**src/sv/hcld_pkg.sv**
```systemverilog
package hcld_pkg;

    localparam int unsigned KW_COUNT = 4;
    localparam int unsigned KW_MAX   = 8;

    localparam logic [7:0] BYTE_CR   = 8'h0D;
    localparam logic [7:0] BYTE_LF   = 8'h0A;
    localparam logic [7:0] BYTE_ZERO = 8'h00;

    localparam logic [KW_COUNT-1:0] ALL_ALIVE = '1;

    typedef enum logic [2:0] {
        REPLY_PONG     = 3'd0,
        REPLY_IDENTITY = 3'd1,
        REPLY_VERSION  = 3'd2,
        REPLY_UPTIME   = 3'd3,
        REPLY_ERROR    = 3'd4
    } reply_code_t;

    typedef logic [7:0] kw_text_t [KW_MAX];

    localparam kw_text_t KW_TEXT [KW_COUNT] = '{
        '{8'h50, 8'h49, 8'h4E, 8'h47, 8'h00, 8'h00, 8'h00, 8'h00},
        '{8'h49, 8'h44, 8'h3F, 8'h00, 8'h00, 8'h00, 8'h00, 8'h00},
        '{8'h56, 8'h45, 8'h52, 8'h3F, 8'h00, 8'h00, 8'h00, 8'h00},
        '{8'h55, 8'h50, 8'h54, 8'h49, 8'h4D, 8'h45, 8'h3F, 8'h00}
    };

    localparam logic [2:0] KW_LEN [KW_COUNT] = '{3'd4, 3'd3, 3'd4, 3'd7};

    typedef struct packed {
        logic [KW_COUNT-1:0] alive;
        logic                zero_seen;
    } hcld_flags_t;

    typedef struct packed {
        logic        emit;
        reply_code_t code;
    } hcld_result_t;

endpackage

```
**src/sv/hcld_match.sv**
```systemverilog
module hcld_match #(
    parameter int unsigned LEN_W    = 6,
    parameter int unsigned LAST_LEN = 63
) (
    input  logic [7:0]           byte_in,
    input  logic [LEN_W-1:0]     char_count,
    input  hcld_pkg::hcld_flags_t flags,
    output logic [LEN_W-1:0]     char_count_next,
    output hcld_pkg::hcld_flags_t flags_next,
    output hcld_pkg::hcld_result_t result
);
    import hcld_pkg::*;

    logic [KW_COUNT-1:0] len_eq;
    logic [KW_COUNT-1:0] char_ok;
    logic [KW_COUNT-1:0] hit;
    reply_code_t         hit_code;

    always_comb
    begin
        for (int k = 0; k < KW_COUNT; k++)
        begin
            len_eq[k]  = (char_count == LEN_W'(KW_LEN[k]));
            char_ok[k] = (char_count < LEN_W'(KW_LEN[k]))
                         && (KW_TEXT[k][char_count[2:0]] == byte_in);
        end
    end

    always_comb
    begin
        hit = flags.zero_seen ? flags.alive : (flags.alive & len_eq);
        priority if (hit[0])
            hit_code = REPLY_PONG;
        else if (hit[1])
            hit_code = REPLY_IDENTITY;
        else if (hit[2])
            hit_code = REPLY_VERSION;
        else if (hit[3])
            hit_code = REPLY_UPTIME;
        else
            hit_code = REPLY_ERROR;
    end

    always_comb
    begin
        char_count_next  = char_count;
        flags_next       = flags;
        result.emit      = 1'b0;
        result.code      = REPLY_ERROR;
        priority if (byte_in == BYTE_CR)
        begin
            result.emit = 1'b0;
        end
        else if (byte_in == BYTE_LF)
        begin
            result.emit          = 1'b1;
            result.code          = hit_code;
            char_count_next      = '0;
            flags_next.alive     = ALL_ALIVE;
            flags_next.zero_seen = 1'b0;
        end
        else if (char_count >= LEN_W'(LAST_LEN))
        begin
            result.emit          = 1'b1;
            result.code          = REPLY_ERROR;
            char_count_next      = '0;
            flags_next.alive     = ALL_ALIVE;
            flags_next.zero_seen = 1'b0;
        end
        else
        begin
            char_count_next = char_count + LEN_W'(1);
            if (!flags.zero_seen)
            begin
                if (byte_in == BYTE_ZERO)
                begin
                    flags_next.alive     = flags.alive & len_eq;
                    flags_next.zero_seen = 1'b1;
                end
                else
                begin
                    flags_next.alive = flags.alive & char_ok;
                end
            end
        end
    end

endmodule

```
**src/sv/host_command_line_decoder_unit.sv**
```systemverilog
// A byte is held in the input register until it advances; its reply is then registered.
// Throughput: one byte per cycle while the reply port takes its words; the keyword flag update
// is a single combinational step between the input register and the line state registers.
// Reset: rst_n clears the line state (empty line, all keywords alive, no zero byte) and
// empties the input and reply registers.
module host_command_line_decoder_unit #(
    parameter int unsigned LINE_CAPACITY = 64
) (
    input  logic       clk,
    input  logic       rst_n,
    input  logic [7:0] rx_byte,
    input  logic       rx_valid,
    output logic       rx_ready,
    output logic [2:0] reply_code,
    output logic       reply_valid,
    input  logic       reply_ready
);
    import hcld_pkg::*;

    localparam int unsigned LEN_W    = $clog2(LINE_CAPACITY);
    localparam int unsigned LAST_LEN = LINE_CAPACITY - 1;

    logic [7:0]       in_byte_reg;
    logic             in_valid_reg;
    logic [LEN_W-1:0] char_count_reg;
    logic [LEN_W-1:0] char_count_next;
    hcld_flags_t      flags_reg;
    hcld_flags_t      flags_next;
    hcld_result_t     result;
    reply_code_t      reply_code_reg;
    logic             reply_valid_reg;
    logic             reply_valid_next;
    logic             advance;

    hcld_match #(
        .LEN_W    (LEN_W),
        .LAST_LEN (LAST_LEN)
    ) u_match (
        .byte_in         (in_byte_reg),
        .char_count      (char_count_reg),
        .flags           (flags_reg),
        .char_count_next (char_count_next),
        .flags_next      (flags_next),
        .result          (result)
    );

    assign advance          = in_valid_reg && (!reply_valid_reg || reply_ready);
    assign rx_ready         = !in_valid_reg || advance;
    assign reply_valid_next = (advance && result.emit) || (reply_valid_reg && !reply_ready);
    assign reply_valid      = reply_valid_reg;
    assign reply_code       = reply_code_reg;

    always_ff @(posedge clk or negedge rst_n)
    begin
        if (!rst_n)
        begin
            in_valid_reg    <= 1'b0;
            reply_valid_reg <= 1'b0;
            char_count_reg  <= '0;
            flags_reg.alive <= ALL_ALIVE;
            flags_reg.zero_seen <= 1'b0;
        end
        else
        begin
            reply_valid_reg <= reply_valid_next;
            if (rx_ready)
                in_valid_reg <= rx_valid;
            if (advance)
            begin
                char_count_reg <= char_count_next;
                flags_reg      <= flags_next;
            end
        end
    end

    always_ff @(posedge clk)
    begin
        if (rx_valid && rx_ready)
            in_byte_reg <= rx_byte;
        if (advance && result.emit)
            reply_code_reg <= result.code;
    end

    a_len_in_range: assert property (@(posedge clk) disable iff (!rst_n)
        char_count_reg <= LEN_W'(LAST_LEN))
        else $error("line length beyond capacity");

    a_zero_needs_text: assert property (@(posedge clk) disable iff (!rst_n)
        flags_reg.zero_seen |-> (char_count_reg != '0))
        else $error("zero byte flag set on an empty line");

    a_code_range: assert property (@(posedge clk) disable iff (!rst_n)
        reply_valid |-> (reply_code <= 3'(REPLY_ERROR)))
        else $error("reply code out of range");

    a_lf_clears: assert property (@(posedge clk) disable iff (!rst_n)
        (advance && in_byte_reg == BYTE_LF)
        |=> (char_count_reg == '0 && flags_reg.alive == ALL_ALIVE && !flags_reg.zero_seen))
        else $error("line feed did not clear the line");

endmodule
```
**config.mk**
```make
export PLATFORM = sky130hd
export DESIGN_NAME = host_command_line_decoder_unit
export DESIGN_NICKNAME = d
export VERILOG_FILES = /design/src/sv/hcld_pkg.sv /design/src/sv/hcld_match.sv /design/src/sv/host_command_line_decoder_unit.sv
export SDC_FILE = /design/constraint.sdc
export NUM_CORES = 1
export LEC_CHECK = 0
export BUFFER_PORTS_ARGS = -buffer_cell sky130_fd_sc_hd__buf_4
export CAP_MARGIN = 25
export CORE_AREA = 2 2 80 44
export CTS_CLUSTER_DIAMETER = 150
export DETAILED_ROUTE_END_ITERATION = 8
export DIE_AREA = 0 0 82 46
export GPL_ROUTABILITY_DRIVEN = 0
export PLACE_DENSITY = 0.8
export SYNTH_ARGS = -nofsm -noshare
export SYNTH_HDL_FRONTEND = slang
export SYNTH_SLANG_ARGS = --single-unit
```
**constraint.sdc**
```tcl
create_clock -name clk -period 2.35 [get_ports clk]
set_clock_uncertainty 0.05 [all_clocks]
set_input_delay 0 -clock clk [delete_from_list [all_inputs] [get_ports clk]]
set_output_delay 0 -clock clk [all_outputs]
set_load 0.02 [all_outputs]
```
**Word-level counts from Yosys, hierarchy flattened**

Memory sizes are Yosys's and may differ from the RTL's.
Index checks and enable logic that the tools add are counted.

- Flip-flop bits (word level): 24
- Memory bits (read-only): 256
- Bits of input ports: 12
- Output and inout port bits: 5
- Word-level logic and storage cells: 71
- Memories kept: 4

- Add/sub/neg operators: 1
- $lt $le $gt $ge: 5
- Equal/unequal tests: 10
- Multiplexer cells: 23
- Bitwise gates (word level): 4
- Reductions and logical operators: 17

Memory list:

| memory | words | bits a word | read ports | clocked after Yosys merged registers in | write ports | line | source |
|---|---|---|---|---|---|---|---|
| (no name shown) | 8 | 8 | 1 | 0 | 0 | hcld_match.sv:25 | `&& (KW_TEXT[k][char_count[2:0]] == byte_in);` |
| (no name shown) | 8 | 8 | 1 | 0 | 0 | hcld_match.sv:25 |  |
| (no name shown) | 8 | 8 | 1 | 0 | 0 | hcld_match.sv:25 |  |
| (no name shown) | 8 | 8 | 1 | 0 | 0 | hcld_match.sv:25 |  |

Operators with widths:

| kind | count |
|---|---|
| 8-bit two-way mux | 8 |
| 8-bit == test | 4 |
| 8-bit by 4-bit == test with 1-bit output (second input constant) | 2 |
| 4-bit two-way mux | 4 |
| 5-bit two-way mux | 3 |
| 6-bit by 3-bit == test with 1-bit output (second input constant) | 2 |
| 6-bit by 3-bit < comparator with 1-bit output (second input constant) | 2 |
| 3-bit two-way mux | 4 |
| 6-bit two-way mux | 2 |
| 4-bit AND | 2 |
| 1-bit logical AND | 8 |
| 8-bit zero test | 1 |
| 6-bit by 1-bit adder with 6-bit output (second input constant) | 1 |
| 6-bit by 2-bit == test with 1-bit output (second input constant) | 1 |
| 6-bit greater-or-equal comparator (second input constant) | 1 |
| 6-bit by 2-bit < comparator with 1-bit output (second input constant) | 1 |
| 4-bit greater-or-equal comparator (second input constant) | 1 |
| 3-bit inverter with 4-bit output | 1 |
| 1-bit zero test | 3 |
| 1-bit logical OR | 3 |
| 3-bit by 1-bit != test with 1-bit output (second input constant) | 1 |
| 3-bit AND reduction | 1 |
| 1-bit two-way mux | 2 |
| 2-bit AND reduction | 1 |
| 1-bit inverter | 1 |

**Depth between registers and ports, before layout**

Gate-level depths: netlist of run 1.

- Depth after elaboration: 11
- Gate-level depth with buffers: 8
- Depth with buffers taken out: 6

**Hierarchy**

A second synthesis of run 1 with hierarchy kept.

- Cell total of the unflattened synthesis: 198
- Area total of the unflattened synthesis: 1,904.3 um2

Modules (own cells, without submodules):

| module | instances | cells an instance | area an instance (um2) |
|---|---|---|---|
| hcld_match | 1 | 153 | 1,001.0 |
| host_command_line_decoder_unit | 1 | 45 | 903.4 |

**Least setup slack after synthesis of run 1**

No wires, ideal clock.

- Path kind: reg-to-reg
- Start: reg char_count_reg[1]
- End: reg flags_reg[1] (netlist bit)
- Data arrival time: 1,896 ps
- Data required time: 2,219 ps
- Slack: 322 ps
- Stages on the path, launching flop included: 9
- Path buffers: 2
- Clock period less this slack: 2,028 ps
- Cells stage by stage: dfrtp_1 clkbuf_1 inv_1 ha_1 clkbuf_2 xnor2_1 a31oi_1 a311o_1 o211ai_1

- Longest elaborated chain between the ends: 11
- Elaborated cells on any way between the ends: 17
- Those cells by class: order compare (2); eq/ne (3); mux (6); bitwise (3); reduce/logical (2); memory (1)

RTL lines:

| element | line | source |
|---|---|---|
| start, declared | host_command_line_decoder_unit.sv:25 | `logic [LEN_W-1:0] char_count_reg;` |
| start signal, assigned | host_command_line_decoder_unit.sv:70 | `char_count_reg <= char_count_next;` |
| 3-bit inverter with 4-bit output (implied by the code) | hcld_match.sv:25 |  |
| memory 8 x 8 bit | n/a |  |
| 8-bit two-way mux (implied by the code) (2 in series) | hcld_match.sv:25 |  |
| 8-bit == test | hcld_match.sv:25 |  |
| 1-bit logical AND | hcld_match.sv:25 |  |
| 4-bit AND | hcld_match.sv:82 | `flags_next.alive = flags.alive & char_ok;` |
| 4-bit two-way mux | hcld_match.sv:75 | `if (byte_in == BYTE_ZERO)` |
| 5-bit two-way mux | hcld_match.sv:73 | `if (!flags.zero_seen)` |
| 5-bit two-way mux | hcld_match.sv:62 | `else if (char_count >= LEN_W'(LAST_LEN))` |
| 5-bit two-way mux | hcld_match.sv:54 | `else if (byte_in == BYTE_LF)` |
| end signal, assigned | host_command_line_decoder_unit.sv:71 | `flags_reg <= flags_next;` |
| end, declared | host_command_line_decoder_unit.sv:27 | `hcld_flags_t flags_reg;` |

Parallel ways exist; a longest one is shown, timed or not. The select of a mux whose other input is x is not followed.
A chain may end at the register's enable or synchronous reset.

**Worst setup path after layout of run 1**

- Start: reg in_byte_reg[4]
- End: reg reply_code_reg[1] (netlist: reply_code[1]) (enable)

- Longest elaborated chain between the ends: 4
- Elaborated cells on any way between the ends: 5
- Those cells by class: eq/ne (2); mux (2); reduce/logical (1)

RTL lines:

| element | line | source |
|---|---|---|
| start, declared | host_command_line_decoder_unit.sv:23 | `logic [7:0] in_byte_reg;` |
| start signal, assigned | host_command_line_decoder_unit.sv:79 | `in_byte_reg <= rx_byte;` |
| 8-bit by 4-bit == test with 1-bit output | hcld_match.sv:54 |  |
| 4-bit two-way mux | hcld_match.sv:54 |  |
| 1-bit two-way mux (*) | hcld_match.sv:50 | `priority if (byte_in == BYTE_CR)` |
| 1-bit logical AND (*) | host_command_line_decoder_unit.sv:80 | `if (advance && result.emit)` |
| end signal, assigned | host_command_line_decoder_unit.sv:81 | `reply_code_reg <= result.code;` |
| end, declared | host_command_line_decoder_unit.sv:30 | `reply_code_t reply_code_reg;` |

Mark *: on every way between the ends. The rest lies on a longest branch, timed or not.

==> results.sh, run 1 <==
export IMPL_yosys_warnings=0
export IMPL_grt_antenna_before_repair=0
export IMPL_nFillCells=239
export IMPL_cts_sinks=24
export IMPL_fp_dieH_um=46
export IMPL_grt_pass1_vias=1557
export IMPL_hold_class="input port to asynchronous set/reset pin"
export IMPL_rsz0062_at_grt="no"
export IMPL_rrSetupSlack_ns=0.08
export IMPL_critPathArrivalTime_ns=2.21
export IMPL_clkSlewWorstSetupHoldPaths_ns=0.09
export IMPL_p_sw_w=0.0005964
export IMPL_synth_cells=182
export IMPL_fin_hold_ws_ns=0.04872
export IMPL_track_usage_pct=29.26
export IMPL_cp_num_cells=5
export IMPL_vdd_drop_max_mv=0.3967
export IMPL_startpoint="in_byte_reg[4]$_DFFE_PP_"
export IMPL_syn_avg_cell_area_um2=9.487
export IMPL_crit_chain="buf_4, nor4_1, nand4_1, a21o_2, inv_2"
export IMPL_final_setup_viol_count=0
export IMPL_antenna_cells=0
export IMPL_num_rows=15
export IMPL_cts_buffers=3
export IMPL_drt_first_pass_iters=6
export IMPL_setup_worst_path_end_class="flop"
export IMPL_cts_tree="yes"
export IMPL_via_per_inst=6.753
export IMPL_worst_pin_slew_ns=0.4489
export IMPL_p_seq_share_pct=36.7
export IMPL_ys_ff_latch=24
export IMPL_vias=1695
export IMPL_critPathTopFamily="simple AND/OR/NAND/NOR gates"
export IMPL_power_w=0.001554
export IMPL_largest_reg_flops=8
export IMPL_setup_slack_ns=0.07922
export IMPL_drcViolationCount=0
export IMPL_crit_fanout=9
export IMPL_routedWlPerCell_um=19.93
export IMPL_nNetsFinal=229
export IMPL_grt_pass1_wl_um=7948
export IMPL_die_w_um=82
export IMPL_synth_top_area_share_pct=19.13
export IMPL_crit_path_max_incr_delay_ns=0.45
export IMPL_finalCritPeriodShare_pct=96.63
export IMPL_max_cap_violations=0
export IMPL_cts_root_buffer_cell="clkbuf_8"
export IMPL_crit_type="flop to flop"
export IMPL_grt_max_degree=22
export IMPL_htree_levels=1
export IMPL_hold_violations=0
export IMPL_switching_share_pct=38.37
export IMPL_required_ns=2.29
export IMPL_internal_power_w=0.0009580
export IMPL_crit_end="reply_code[1]$_SDFFCE_PP0P_"
export IMPL_comb_power_share_pct=42.1
export IMPL_ctsResizeCount=0
export IMPL_seqCellArea_um2=660.6
export IMPL_rr_startpoint="in_byte_reg[4]$_DFFE_PP_"
export IMPL_gr_total_overflow=0
export IMPL_timing_rr_end="reply_code[1]$_SDFFCE_PP0P_"
export IMPL_dp_hpwl_um=3534
export IMPL_synth_edf_count=11
export IMPL_period_minus_slack_ns=2.271
export IMPL_clk_insertion_delay_late_ns=0.27
export IMPL_leakagePower_nw=0.8074
export IMPL_syn_cell_area_mm2=0.001727
export IMPL_cts_buffer_depth=2
export IMPL_cellPowerDensity_mw_per_mm2=746.6
export IMPL_postRouteWirelength_um=5002
export IMPL_initial_core_util_pct=54.76
export IMPL_max_freq_ghz=0.4404
export IMPL_fin_setup_tns_ns=0
export IMPL_multi_input_area_um2=963.4
export IMPL_core_mm2=0.003153
export IMPL_area_growth_pct=20.58
export IMPL_slew_headroom_pct=69.80
export IMPL_die_area_mm2=0.003772
export IMPL_io_pins=17
export IMPL_synth_yosys_seq_area_share_pct=38.26
export IMPL_cp_start_kind="flop"
export IMPL_synthFlopType="edfxtp_1"
export IMPL_drive_gt1_share_pct=22.01
export IMPL_synthesis_nets=201
export IMPL_crit_buf_inv=2
export IMPL_ys_async_sr_fraction_pct=54.17
export IMPL_ant_nets=0
export IMPL_first_iter_violations=201
export IMPL_synth_top_cells_by_area="edfxtp_1 19%, dfrtp_1 13%, dfstp_2 6.1%"
export IMPL_finalMaxSlewViolations=0
export IMPL_status="completed"
export IMPL_rr_worst_depth=5
export IMPL_io_buffers=16
export IMPL_synth_top_area_cell="edfxtp_1"
export IMPL_clkPwrFrac_pct=21.1
export IMPL_critPathSlowestCell="nor4_1"
export IMPL_ys_types=57
export IMPL_pre_cts_ws_ns=0.2220
==> cell usage after synthesis, types with 5 or more instances <==
cell type,instances
o22ai_1,5
nand2_1,8
xnor2_1,8
nand3_1,12
edfxtp_1,11
ha_1,7
o21ai_0,8
inv_1,6
dfrtp_1,9
clkbuf_1,10
nor2_1,11
==> logic make-up after synthesis <==
family,count (synthesis),synth area share (%)
simple gates,65,21.30
fa+ha+maj,7,5.072
flops,24,38.26
compound gates,51,22.32
buf+inv,22,5.942
mux,3,2.029
xor+xnor,10,5.073
==> power by group through the flow <==
stage	Combinational (W)	Sequential (W)	Clock [W]
floorplan	0.000449	0.000556	0
global placement	0.000590	0.000566	0
detailed placement	0.000611	0.000574	0
CTS	0.000628	0.000566	0.000325
global route	0.000702	0.000579	0.000347
finish	0.000655	0.000571	0.000329
==> worst min path at each step <==
stage          cells past startpoint  slack [ns]        start                       endpoint
3_3_place_gp                       1       -0.19        rst_n  char_count_reg[4]$_DFFE_PN0P_
4_1_cts                            3        0.05  reply_ready          reply_valid$_DFF_PN0_
2_1_floorplan                      0       -0.35        rst_n  char_count_reg[0]$_DFFE_PN0P_
6_report                           2        0.05        rst_n  char_count_reg[3]$_DFFE_PN0P_
5_1_grt                            3        0.06  reply_ready          reply_valid$_DFF_PN0_
3_5_place_dp                       1       -0.19        rst_n  char_count_reg[4]$_DFFE_PN0P_
==> layer usage <==
metal  global-route usage (%)  wire length, um
met1                    38.96             2131
met2                    46.67             2131
met3                    7.937              566
met4                    10.00              172
met5                        0                0
==> what timing repair did <==
| action | CTS | global route |
|---|---|---|
| setup endpoints to repair | 0 | 0 |
| buffers inserted | 0 | 0 |
| hold buffers | 11 | 0 |
| endpoints found under the hold margin | 22 | 0 |
==> placed cells by master (no fill, tap or decap), types with 2 or more instances in the layout <==
cell type      instances
a311o_1                2
edfxtp_1              11
mux2i_1                2
buf_4                 27
o21bai_1               2
dfstp_2                4
nand3_1               12
and3_1                 3
dfrtp_1                9
o211ai_1               4
a22o_1                 4
dlygate4sd3_1         11
nand2b_1               3
or4_1                  2
a31oi_1                2
xnor2_1                8
or3_1                  4
xor2_1                 2
nand4_1                4
nor2_1                11
o31ai_1                3
ha_1                   7
a31o_2                 3
nor2b_1                2
o21ai_0                8
o22ai_1                5
clkbuf_8               3
nor4_1                 4
nand2_1                8
nor3_1                 2
a21oi_1                4
inv_1                  6
or2_2                  2
o21a_1                 3
==> final cells by class <==
class,instances,share of cell area [%]
multi-input cells,136,46.27
flip-flops and latches,24,31.73
repair buffers,38,15.02
clock buffers,4,3.185
well taps,42,2.524
inverters,7,1.262
==> worst reg2reg max path, cell delays in order (launching register included) <==
cell and delay [ns]:
edfxtp_1 0.43, buf_4 0.20, nor4_1 0.45, nand4_1 0.39, a21o_2 0.37, inv_2 0.10
==> stage by stage <==
| step | cells | util, % | cell area (um2) |
|---|---|---|---|
| 5_1_grt | 251 | 66.03 | 2082 |
| 4_1_cts | 251 | 66.03 | 2082 |
| 3_5_place_dp | 236 | 60.44 | 1906 |
| 3_3_place_gp | 236 | 60.44 | 1906 |
| 6_report | 251 | 66.03 | 2082 |
| 2_1_floorplan | 182 | - | 1727 |
(Power assumes the default switching activity.)
==> inputs of run 2 (changes only) <==
Settings changed: CORE_AREA 2 2 80 44 to 2 2 84 46, DIE_AREA 0 0 82 46 to 0 0 86 48, PLACE_DENSITY 0.8 to 0.79, SYNTH_HIERARCHICAL set to 1.
==> run 2 against run 1 <==
  * Critical path depth increased by 3
  * Critical endpoint is now flags_reg[1]$_DFFE_PN1P_
  * Setup slack improved by 0.028 ns
  * Wire length is 6.7% higher
  * Sequential power is 12% higher
  * Combinational power rose by 74%
  * Highest routed layer unchanged
  * Cell count increased by 7.2%
  * Final area rose by 8.4%
==> results.sh, run 2 <==
export IMPL_via_per_inst=6.688
export IMPL_slew_headroom_pct=64.23
export IMPL_clk_insertion_delay_late_ns=0.27
export IMPL_cts_tree="yes"
export IMPL_grt_pass1_wl_um=8238
export IMPL_grt_pass1_vias=1619
export IMPL_post_route_util_pct=67.91
export IMPL_status="completed"
export IMPL_cts_buffers=3
export IMPL_cts_root_buffer_cell="clkbuf_8"
export IMPL_grt_antenna_before_repair=0
export IMPL_p_sw_w=0.0008985
export IMPL_synth_yosys_seq_area_share_pct=34.69
export IMPL_synthFlopType="edfxtp_1"
export IMPL_synth_cells=198
export IMPL_core_mm2=0.003322
export IMPL_synth_top_area_share_pct=17.35
export IMPL_period_minus_slack_ns=2.243
export IMPL_clkSlewWorstSetupHoldPaths_ns=0.09
export IMPL_cellPowerDensity_mw_per_mm2=953.5
export IMPL_hold_class="input port to asynchronous set/reset pin"
export IMPL_ys_types=59
export IMPL_first_iter_violations=382
export IMPL_area_growth_pct=18.46
export IMPL_fp_dieH_um=48
export IMPL_hold_violations=0
export IMPL_cts_sinks=24
export IMPL_crit_type="flop to flop"
export IMPL_nNetsFinal=247
export IMPL_synth_top_area_cell="edfxtp_1"
export IMPL_routedWlPerCell_um=19.84
export IMPL_final_setup_viol_count=0
export IMPL_yosys_warnings=6
export IMPL_final_cell_mix="28 x buf_4, 18 x nor2_1, 15 x nand2_1"
export IMPL_synth_common_cells="18 x nor2_1, 15 x nand2_1, 11 x edfxtp_1, 11 x inv_1"
export IMPL_gr_total_overflow=0
export IMPL_switching_share_pct=41.77
export IMPL_ys_async_sr_fraction_pct=54.17
export IMPL_largest_reg_flops=8
export IMPL_ant_nets=0
export IMPL_critPathArrivalTime_ns=2.42
export IMPL_synth_edf_count=11
export IMPL_max_cap_violations=0
export IMPL_fin_setup_tns_ns=0
export IMPL_die_w_um=86
export IMPL_finalCritPeriodShare_pct=95.46
export IMPL_clkPwrFrac_pct=17.2
export IMPL_crit_fanout=7
export IMPL_setup_worst_path_end_class="flop"
export IMPL_num_rows=15
export IMPL_dp_hpwl_um=3725
export IMPL_synth_top_cells_by_area="edfxtp_1 17%, dfrtp_1 12%, mux2_4 7.9%"
export IMPL_syn_cell_area_mm2=0.001904
export IMPL_ys_ff_latch=24
export IMPL_yosysMostFrequentCell="nor2_1"
export IMPL_drive_gt1_share_pct=27.31
export IMPL_required_ns=2.53
export IMPL_initial_core_util_pct=57.33
export IMPL_setup_slack_ns=0.1067
export IMPL_htree_levels=1
export IMPL_fin_hold_ws_ns=0.05124
export IMPL_syn_avg_cell_area_um2=9.618
export IMPL_io_buffers=16
export IMPL_synthesis_nets=217
export IMPL_cp_start_kind="flop"
export IMPL_postRouteWirelength_um=5336
export IMPL_track_usage_pct=27.17
export IMPL_vdd_drop_max_mv=0.7913
export IMPL_pre_cts_ws_ns=0.08721
export IMPL_postCtsSetupBuffers=0
export IMPL_vias=1799
export IMPL_internal_power_w=0.001253
export IMPL_die_area_mm2=0.004128
export IMPL_cts_buffer_depth=2
export IMPL_p_seq_share_pct=29.8
export IMPL_drt_first_pass_iters=6
export IMPL_nFillCells=237
export IMPL_drcViolationCount=0
export IMPL_leakagePower_nw=0.9328
export IMPL_comb_power_share_pct=53.0
export IMPL_io_pins=17
export IMPL_antenna_cells=0
export IMPL_max_freq_ghz=0.4458
export IMPL_finalMaxSlewViolations=0
export IMPL_final_common_cell="buf_4"
export IMPL_grt_max_degree=17
export IMPL_worst_pin_slew_ns=0.5352
export IMPL_power_w=0.002151
export IMPL_rsz0062_at_grt="no"
-- run 2: worst max-delay path, cell delays in order (launching register included) --
cell and delay (ns):
dfrtp_2 0.45, inv_1 0.18, ha_1 0.36, and4bb_1 0.24
a31oi_1 0.05, o32a_1 0.18, a2111oi_1 0.36, a221o_1 0.20
mux2_4 0.13
-- run 2: power by group through the flow --
stage / Combinational, W / Sequential [W] / Clock [W]
floorplan: 0.000811 / 0.000594 / 0
global placement: 0.00100 / 0.000627 / 0
detailed placement: 0.00104 / 0.000641 / 0
CTS: 0.00107 / 0.000633 / 0.000378
global route: 0.00118 / 0.000654 / 0.000397
finish: 0.00114 / 0.000642 / 0.000370
-- run 2: repair_timing --
action                     4_1_cts  5_1_grt
setup endpoints to repair        0        4
hold buffers                    11        0
hold endpoints to repair        23        0
resized for setup                0        4
-- run 2: routing by layer --
layer	up-vias	GRT usage, %	part of all wire [%]
li1	784	-	-
met1	840	37.76	41
met2	143	45.12	44
met3	32	5.172	12
met4	0	6.667	2.7
met5	-	0	0
-- run 2: path summary, 6_finish.rpt --
kind,endpoint,cells after the start,slack (ns),from
min in group clk,in_byte_reg[4]$_DFFE_PP_,2,0.39,rx_byte[4]
max,flags_reg[1]$_DFFE_PN1P_,8,0.11,char_count_reg[0]$_DFFE_PN0P_
max in group asynchronous,flags_reg[4]$_DFFE_PN1P_,2,1.96,rst_n
min reg2reg,reply_valid$_DFF_PN0_,2,0.53,reply_valid$_DFF_PN0_
min,flags_reg[0]$_DFFE_PN0P_,2,0.05,rst_n
max reg2reg,flags_reg[1]$_DFFE_PN1P_,8,0.11,char_count_reg[0]$_DFFE_PN0P_
-- run 2: area by class of cell --
class                           instances  area, um2  share of cell area [%]
Inverter                               11      41.29                   1.830
Multi-Input combinational cell        149       1107                   49.08
Tap cell                               42      52.55                   2.329
Sequential cell                        24      663.1                   29.40
Clock inverter                          1      30.03                   1.331
Timing Repair Buffer                   39      320.3                   14.20
Clock buffer                            3      41.29                   1.830
-- run 2: through the flow --
stage	cells	area (um2)
2_1_floorplan	198	1906
3_3_place_gp	254	2066
3_5_place_dp	254	2066
4_1_cts	269	2247
5_1_grt	269	2256
6_report	269	2256
-- run 2: logic make-up after synthesis --
kind of cell | Yosys count | share of synthesized area (%)
AOI/OAI and AO/OA | 50 | 19.05
DFF | 24 | 34.69
xor gates and xnor gates | 8 | 3.680
muxes | 12 | 9.067
buffers and inverters | 25 | 7.489
and+or+nand+nor | 72 | 21.42
adders and majority gates | 7 | 4.599
